<file path="src/design/sst_sem_ram.sv">
// Single-port semaphore value memory with registered read data.
// No dependencies.
`timescale 1ns / 1ps

module sst_sem_ram #(
	parameter int DEPTH  = 256,
	parameter int ADDR_W = 8
) (
	input  logic              clk,
	input  logic              we,
	input  logic              re,
	input  logic [ADDR_W-1:0] addr,
	input  logic [15:0]       wdata,
	output logic [15:0]       rdata
);

	logic [15:0] mem [DEPTH];

	always_ff @(posedge clk) begin
		if (we) begin
			mem[addr] <= wdata;
		end
		if (re) begin
			rdata <= mem[addr];
		end
	end

endmodule

</file>
<file path="config.mk">
export PLATFORM = sky130hd
export DESIGN_NAME = sst_sem_ram
export DESIGN_NICKNAME = d
export VERILOG_FILES = /design/src/design/sst_sem_ram.sv
export SDC_FILE = /design/constraint.sdc
export NUM_CORES = 2
export LEC_CHECK = 0
export BUFFER_PORTS_ARGS = -buffer_cell sky130_fd_sc_hd__buf_2
export CORE_ASPECT_RATIO = 1.25
export CORE_UTILIZATION = 27
export CTS_CLUSTER_SIZE = 12
export DETAILED_ROUTE_END_ITERATION = 8
export GPL_TIMING_DRIVEN = 0
export MAX_ROUTING_LAYER = met4
export PLACE_DENSITY_LB_ADDON = 0.15
export SKIP_LAST_GASP = 1
export SYNTH_ARGS = -nofsm -noshare
export SYNTH_HDL_FRONTEND = slang
export SYNTH_SLANG_ARGS = --single-unit
</file>
<file path="constraint.sdc">
create_clock -name clk -period 4.2 [get_ports clk]
set_input_delay 0.42 -clock clk [delete_from_list [all_inputs] [get_ports clk]]
set_output_delay 0.42 -clock clk [all_outputs]
set_load 0.005 [all_outputs]
</file>
==> impl_metrics.env <==
export IMPL_outcome="finished with violations"
export IMPL_violations="design-rule violations, max-capacitance violations, negative setup slack"
export IMPL_final_cell_mix="edfxtp_1, mux4_2, a22oi_1"
export IMPL_syn_cell_area_um2=156000
export IMPL_avgSynthCellArea_um2=23.1
export IMPL_gp_congestion=0.859
export IMPL_leakage_uw=0.0559
export IMPL_p_comb_share_pct=5.4
export IMPL_fin_crit_sh_pct=104
export IMPL_clkTransAtPathRegs_ns=0.06
export IMPL_htreeDepth=5
export IMPL_final_common_cell="edfxtp_1"
export IMPL_cts_tree="done"
export IMPL_fin_util_pct=32.5
export IMPL_yosysSeqAreaShare_pct=79.4
export IMPL_slowest_stage="o41ai_1"
export IMPL_finalMaxSlewViolations=0
export IMPL_grt_overflow=0
export IMPL_grt_pass1_wl_um=711000
export IMPL_netlist_area_leader_share_pct=79.4
export IMPL_coreArea_um2=574000
export IMPL_cts_inserted_buffers=442
export IMPL_nets=7596
export IMPL_finClkSkew_ns=0.0760
export IMPL_final_setup_worst_slack_ns=-0.151
export IMPL_antenna_left=0
export IMPL_pwr_share_clk_pct=42.7
export IMPL_max_freq_mhz=230
export IMPL_powerDensity_nw_per_um2=468
export IMPL_cts_root_buf="clkbuf_16"
export IMPL_p_switching_uw=19900
export IMPL_grt_pass1_vias=79348
export IMPL_io_buffers=38
export IMPL_grt_usage_pct=18.5
export IMPL_vias=76289
export IMPL_tns_ns=-2.09
export IMPL_cp_arrival_ns=4.97
export IMPL_ys_warn_count=0
export IMPL_ys_ff_latch=4112
export IMPL_cts_max_path_buffers=4
export IMPL_fin_crit_ns=4.35
export IMPL_crit_type="primary input to flip-flop"
export IMPL_syn_num_nets=6754
export IMPL_crit_top_cell="clkbuf_2"
export IMPL_ys_types=21
export IMPL_ir_drop_mv=0.331
export IMPL_endpoint_kind="flip-flop"
export IMPL_grt_max_degree=133
export IMPL_cp_top_family="buffers and inverters"
export IMPL_rsz0062_at_grt="yes"
export IMPL_synthCells=6727
export IMPL_drc=45
export IMPL_io_pins=43
export IMPL_syn2layout_area_growth_pct=19.8
export IMPL_p_int_uw=67300
export IMPL_worstPathCellList="clkbuf_1, buf_4, clkbuf_2, clkbuf_2, mux4_2, a22oi_1, a21oi_1, o41ai_1, nand4_1"
export IMPL_die_height_um=851
export IMPL_finalHoldViolations=0
export IMPL_die_w_um=681
export IMPL_insertion_delay_ns=1.05
export IMPL_tightest_slew_ns=1.49
export IMPL_min_path_type="primary input to flip-flop"
export IMPL_sw_frac_of_total_pct=22.8
export IMPL_first_pass_iters=7
export IMPL_setup_viol=56
export IMPL_synth_area_leader_cell="edfxtp_1"
export IMPL_drv_cap=1
export IMPL_relSlewSlack_pct=0.892
export IMPL_cts_setup_buffers=0
export IMPL_power_frac_seq_pct=52.0
export IMPL_start_util_pct=27.1
export IMPL_finalNonFillerCells=15622
export IMPL_wirelength_um=530000
export IMPL_layout_drive_gt1_share_pct=30.9
export IMPL_crit_required_ns=4.81
export IMPL_antenna_found_initial=34
export IMPL_vias_per_cell=4.88
export IMPL_crit_buf_inv=4
export IMPL_start_kind="primary input"
export IMPL_die_area_um2=579000
export IMPL_row_count=311
export IMPL_hpwlAfterDp_um=367000
export IMPL_dp_cells=14777
export IMPL_dp_slack_ns=-2.68
export IMPL_routedWlPerCell_um=33.9
export IMPL_clkSinkCount=4112
export IMPL_drt_iter0_markers=7492
export IMPL_synthTopCellsByArea="edfxtp_1, mux4_2, a22oi_1"
export IMPL_slowest_delay_ns=0.79
export IMPL_crit_fanout=10
==> worst paths after layout <==
path	slack, ns	from	cells past startpoint	endpoint
min reg2reg	1.13	mem[239][12]	5	rdata[12]
max	-0.15	addr[1]	9	rdata[15]
max reg2reg	0.64	mem[110][6]	5	rdata[6]
min	0.32	we	3	mem[197][12]
==> synthesized netlist by cell type <==
cell and instances:
a22oi_1 512, inv_1 1, and2_1 3, buf_4 16, mux4_2 1024, or2_2 2
edfxtp_1 4112, nor3_1 30, nand4_1 16, buf_1 54, nand2_1 28, nor2b_1 7
nand3_1 13, o41ai_1 64, clkbuf_1 249, or3_1 1, buf_6 25, a21oi_1 256
buf_2 76, nor2_1 232, nand2b_1 6
==> kinds of logic after synthesis <==
| group | Yosys count | share of synthesized area, % |
|---|---|---|
| flip-flops | 4112 | 79.4 |
| multiplexers | 1024 | 14.8 |
| AO/OA/AOI/OAI | 832 | 3.65 |
| buffers and inverters | 421 | 1.24 |
| AND/OR/NAND/NOR | 338 | 0.906 |
==> timing repair <==
action,4_1_cts,5_1_grt
hold buffers,17,0
endpoints found under the setup margin,2121,70
endpoints found under the hold margin,813,0
pin swaps,1,0
gates resized for setup,37,21
==> routing by layer <==
| layer | vias to the layer above | part of all wire [%] | GRT usage, % |
|---|---|---|---|
| li1 | 30854 | - | - |
| met1 | 42324 | 40 | 22.4 |
| met2 | 2368 | 50 | 30.9 |
| met3 | 743 | 5.7 | 3.00 |
| met4 | 0 | 4.7 | 7.28 |
| met5 | - | 0 | - |
==> worst min-delay path, cell delays in order <==
cell,delay (ns)
buf_2,0.18
nand3_1,0.32
nor3_2,0.21
==> power by group through the flow <==
| stage | Combinational, µW | Sequential (µW) | Clock (µW) |
|---|---|---|---|
| 3_3_place_gp | 4460 | 46400 | 0 |
| 4_1_cts | 4780 | 45300 | 38100 |
| 3_5_place_dp | 4750 | 46200 | 0 |
| 2_1_floorplan | 1940 | 46200 | 0 |
| 5_1_grt | 4860 | 45300 | 39400 |
| 6_report | 4670 | 45300 | 37200 |
==> per-stage QoR <==
stage,power [µW],area (µm²),hold WS [ns]
after floorplan,48100,156000,0.519
after detailed placement,50900,172000,0.811
final,87200,186000,0.318
after CTS,88200,186000,0.203
after global placement,50900,165000,0.817
after global routing,89600,186000,0.298
==> layout make-up <==
| cell class | instances | area, µm² |
|---|---|---|
| inverter | 1 | 3.75 |
| multi-input combinational | 2194 | 31200 |
| sequential | 4112 | 123000 |
| clock inverter | 241 | 1980 |
| clock buffer | 556 | 11600 |
| buffer | 419 | 2060 |
| fill | 54334 | 388000 |
| antenna | 32 | 80.1 |
| timing repair buffer | 399 | 6330 |
| tap | 7668 | 9590 |
==> sequential cells by signal, summed over array words and instances (netlist names) <==
signal  cells
rdata      16
mem      4096
(Power assumes the default switching activity.)
