<file path="src/design/sst_pkg.sv">
// Shared types and constants for the semaphore set table.
// No dependencies; used by sst_cell, semaphore_set_table and semaphore_set_table_tb.
`timescale 1ns / 1ps

package sst_pkg;

	// default table geometry
	localparam int MAX_SETS_DEF         = 16;
	localparam int MAX_SEMS_PER_SET_DEF = 16;

	// largest value a semaphore may hold
	localparam logic [15:0] SEM_VALUE_MAX = 16'd32767;

	// action codes
	localparam logic [1:0] ACT_GET  = 2'd0;
	localparam logic [1:0] ACT_SET  = 2'd1;
	localparam logic [1:0] ACT_READ = 2'd2;
	localparam logic [1:0] ACT_OP   = 2'd3;

	// status codes
	localparam logic [2:0] ST_OK          = 3'd0;
	localparam logic [2:0] ST_EXISTS      = 3'd1;
	localparam logic [2:0] ST_INVALID     = 3'd2;
	localparam logic [2:0] ST_NOT_FOUND   = 3'd3;
	localparam logic [2:0] ST_WOULD_BLOCK = 3'd4;
	localparam logic [2:0] ST_FULL        = 3'd5;
	localparam logic [2:0] ST_RANGE       = 3'd6;

	// lookup request broadcast to every cell
	typedef struct packed {
		logic [31:0] key;
		logic [15:0] id;
	} req_t;

	// slot contents written on creation
	typedef struct packed {
		logic [31:0] key;
		logic [15:0] id;
	} wr_t;

	// search record that moves one cell per cycle
	typedef struct packed {
		logic        active;
		logic        key_hit;
		logic        id_hit;
		logic        free_hit;
		logic [15:0] key_id;
	} scan_t;

endpackage

</file>
<file path="src/design/sst_cell.sv">
// One slot of the set table: valid, key, id and size, plus one stage of the search chain.
// Depends on sst_pkg.
`timescale 1ns / 1ps

module sst_cell #(
	parameter int SLOT_W = 4,
	parameter int SIZE_W = 5
) (
	input  logic                clk,
	input  logic                arst_n,
	input  logic [SLOT_W-1:0]   cell_slot,
	input  sst_pkg::req_t       req,
	input  logic                wr_en,
	input  sst_pkg::wr_t        wr,
	input  logic [SIZE_W-1:0]   wr_size,
	input  sst_pkg::scan_t      scan_in,
	input  logic [SIZE_W-1:0]   key_size_in,
	input  logic [SLOT_W-1:0]   id_slot_in,
	input  logic [SIZE_W-1:0]   id_size_in,
	input  logic [SLOT_W-1:0]   free_slot_in,
	output sst_pkg::scan_t      scan_out,
	output logic [SIZE_W-1:0]   key_size_out,
	output logic [SLOT_W-1:0]   id_slot_out,
	output logic [SIZE_W-1:0]   id_size_out,
	output logic [SLOT_W-1:0]   free_slot_out
);

	logic              valid_q;
	logic [31:0]       key_q;
	logic [15:0]       id_q;
	logic [SIZE_W-1:0] size_q;

	sst_pkg::scan_t    scan_d;
	logic [SIZE_W-1:0] key_size_d;
	logic [SLOT_W-1:0] id_slot_d;
	logic [SIZE_W-1:0] id_size_d;
	logic [SLOT_W-1:0] free_slot_d;

	// earlier cells win: only take a hit if none is recorded yet
	always_comb begin
		scan_d      = scan_in;
		key_size_d  = key_size_in;
		id_slot_d   = id_slot_in;
		id_size_d   = id_size_in;
		free_slot_d = free_slot_in;
		if (!scan_in.key_hit && valid_q && key_q == req.key) begin
			scan_d.key_hit = 1'b1;
			scan_d.key_id  = id_q;
			key_size_d     = size_q;
		end
		if (!scan_in.id_hit && valid_q && id_q == req.id) begin
			scan_d.id_hit = 1'b1;
			id_slot_d     = cell_slot;
			id_size_d     = size_q;
		end
		if (!scan_in.free_hit && !valid_q) begin
			scan_d.free_hit = 1'b1;
			free_slot_d     = cell_slot;
		end
	end

	always_ff @(posedge clk or negedge arst_n) begin
		if (!arst_n) begin
			valid_q  <= 1'b0;
			scan_out <= '0;
		end else begin
			scan_out <= scan_d;
			if (wr_en) begin
				valid_q <= 1'b1;
			end
		end
	end

	always_ff @(posedge clk) begin
		key_size_out  <= key_size_d;
		id_slot_out   <= id_slot_d;
		id_size_out   <= id_size_d;
		free_slot_out <= free_slot_d;
		if (wr_en) begin
			key_q  <= wr.key;
			id_q   <= wr.id;
			size_q <= wr_size;
		end
	end

endmodule

</file>
<file path="config.mk">
export PLATFORM = sky130hd
export DESIGN_NAME = sst_cell
export DESIGN_NICKNAME = d
export VERILOG_FILES = /design/src/design/sst_pkg.sv /design/src/design/sst_cell.sv
export SDC_FILE = /design/constraint.sdc
export NUM_CORES = 1
export LEC_CHECK = 0
export ABC_CLOCK_PERIOD_IN_PS = 3100
export BUFFER_PORTS_ARGS = -buffer_cell sky130_fd_sc_hd__buf_2
export CORE_ASPECT_RATIO = 1.5
export CORE_UTILIZATION = 40
export CTS_BUF_LIST = sky130_fd_sc_hd__clkbuf_2 sky130_fd_sc_hd__clkbuf_4 sky130_fd_sc_hd__clkbuf_8
export CTS_CLUSTER_DIAMETER = 50
export DETAILED_ROUTE_END_ITERATION = 16
export GPL_TIMING_DRIVEN = 0
export PLACE_DENSITY = 0.72
export SLEW_MARGIN = 30
export SYNTH_ARGS = -nofsm -noshare
export SYNTH_HDL_FRONTEND = slang
export SYNTH_SLANG_ARGS = --single-unit
export TNS_END_PERCENT = 50
</file>
<file path="constraint.sdc">
create_clock -name clk -period 3.1 [get_ports clk]
set_input_delay 0.31 -clock clk [delete_from_list [all_inputs] [get_ports clk]]
set_output_delay 0.31 -clock clk [all_outputs]
set_load 0.01 [all_outputs]
</file>
==> metrics <==
status=completed; nets@finish=540; gr usage total=16.4%; reg2reg path depth=5; Clk Latency, worst-skew pair=0.35 ns; switching share of power=21.2%; CTS buffer count=9; setup tns final=0 ns; CTS tree=yes; CP cell instances=xnor2_1 -> nand4_1 -> nor4b_2 -> nand4_2 -> mux2_2; P per Cell Area=544 nW/µm²; final cell count without fillers=507; Worst Path Arrival=2.22 ns; Max Slew Vio Count=0; Internal=2.08 mW; Final WS setup=1.13 ns; sequential power share=53.6%; Port Buffer Count=183; sw power=0.561 mW; Residual DRC=0; Die H=117 µm; required time worst endpoint=3.35 ns; most frequent cells in the layout=182 x buf_2, 53 x edfxtp_1, 35 x xnor2_1, 21 x dfrtp_1, 19 x mux2_4; Routed WL per cell=14.1 µm; dpl cell area=4600 µm²; sum of buffers and inverters on the critical path=0; RSZ-0062 raised after global routing=no; Fin Clk Skew=0.0152 ns; initial antenna violation count=1; WP depth=5; H-tree depth=3; syn_nets=345; CTS root buf=clkbuf_8; max-slew headroom at the worst pin=55.5%; Routed WL=7.17 mm; largest net degree at the start of global routing=55; final setup violating endpoints=0; CP delay by family, top=simple AND/OR/NAND/NOR gates; CP peak stage delay=0.43 ns; CP Launch Type=flop; vias per std cell=4.51; Antenna Violating Nets Remaining=0; Final Power=2.64 mW; Gate Count Post-Synth=199; Multi-input gate area=1050 µm²; Syn Area/Cell=17.8 µm²; Clock Sink Count=92; Crit-path slowest cell=edfxtp_1; placed instance count=489; post-CTS sizing=0; layout cells sized above 1=60.4%; Leakage=2.18 nW; area of the core=8520 µm²; Final Hold Viols=0; fill count=728; first-pass GRT wire length=11.3 mm; CTS Buffer Depth=2; postcts setup bufs=0; Worst Tran Pin Value=0.667 ns; # IOs=184; Starting Density=41.6%; Comb power frac=9.9%; Area growth syn-to-layout=36.9%; hold depth=1; area of the die=9250 µm²; fraction of power consumed by the clock network=36.5%; max-cap violations=0; FF/Latch Area=2480 µm²; First-pass DRT Iterations=4; die width=78.9 µm; Placement Setup Slack=1.06 ns; crit share post-route=63.5%; FP Rows=41; register bit total from synthesis=92; vias in the first global route=2,516; worst min path class=in2reg; peak supply drop=0.363 mV; hpwl dp=5.56 mm; Final Critical Period=1.97 ns; design area=4850 µm²; Congestion Overflow GR=0; Ys Warns=0; First DRT Iteration DRCs=97; Max Fclk=0.508 GHz; Worst setup EP type=flop; CP Max Fanout=10; via count=2,287; commonest non-fill, non-tap cell in the layout=buf_2; register area share after synthesis=69.9%; placer congestion estimate=0.717; post-synthesis cell type count=19; mapped cell area=3550 µm²; kind of critical path=reg2reg; Reg clk slew, reported paths=0.10 ns
==> final cells by class <==
type,count,area share (%)
timing repair buffer,184,19.1
sequential,92,51.0
tap,107,2.76
multi-input combinational,105,21.5
buffer,2,0.464
clock buffer,9,2.55
clock inverter,7,2.47
antenna,1,0.0515
==> sequential cells by signal (all words and copies together), names as in the netlist <==
register,cells
scan_out,20
key_q,32
size_q,5
valid_q,1
key_size_out,5
id_q,16
id_slot_out,4
id_size_out,5
free_slot_out,4
==> Yosys cell counts <==
master | count | share of area, %
nand2b_1 | 3 | 0.53
nand3_2 | 1 | 0.28
nor4_2 | 1 | 0.35
edfxtp_1 | 53 | 45
nor4b_2 | 2 | 0.85
mux2_4 | 19 | 8.0
xor2_1 | 13 | 3.2
nand4_2 | 1 | 0.35
nor3_1 | 2 | 0.28
buf_6 | 2 | 0.64
mux2_2 | 15 | 4.8
dfxtp_1 | 18 | 10
dfrtp_1 | 21 | 15
nand4_1 | 8 | 1.4
nor4_1 | 2 | 0.35
or2_2 | 1 | 0.18
nor2_1 | 1 | 0.11
xnor2_1 | 35 | 8.6
nand3_1 | 1 | 0.14
==> power by group through the flow <==
stage	clock, mW	combinational, mW	sequential (mW)
after floorplan	0	0.0980	1.45
after global routing	1.04	0.288	1.43
final	0.963	0.262	1.42
after detailed placement	0	0.264	1.45
after global placement	0	0.257	1.44
after CTS	0.998	0.266	1.42
==> layer usage <==
metal  track usage (%)  share of wire (%)  up-vias
met5                 0                  0        -
met3              4.67                7.4       15
li1                  -                  -     1109
met2              30.5                 56      109
met1              15.8                 35     1054
met4              8.64                2.2        0
==> per-stage QoR <==
step,hold slack [ns],util [%]
floorplan,0.0144,-
global placement,0.291,54.0
detailed placement,0.297,54.0
CTS,0.0406,57.0
global route,0.0402,57.0
finish,0.0665,57.0
==> worst reg2reg max path, delay by kind of cell, from the launching register on <==
kind	cells	cell delay [ns]
and+or+nand+nor	3	0.85
DFF	1	0.43
muxes	1	0.42
xor gates and xnor gates	1	0.18
==> final timing paths <==
kind | slack, ns | to | from
setup / recovery | 1.13 | id_size_out[0] | id_q[4]
max in group asynchronous | 2.32 | scan_out[14] | arst_n
hold reg to reg | 0.50 | id_size_out[4] | size_q[4]
hold / removal | 0.07 | scan_out[19] | scan_in[19]
min in group asynchronous | 0.44 | scan_out[13] | arst_n
setup reg to reg | 1.13 | id_size_out[0] | id_q[4]
==> cells by family after synthesis <==
group / after synthesis / share of synthesized area [%]
buffers and inverters: 2 / 0.635
flip-flops: 92 / 69.9
AND/OR/NAND/NOR: 23 / 4.83
multiplexers: 34 / 12.8
XOR/XNOR: 48 / 11.9
==> repair_timing <==
item                                    4_1_cts  5_1_grt
hold buffers                                  1        0
hold endpoints to repair                     21        0
endpoints found under the setup margin        0        0
Power figures use the tool's default switching activity.
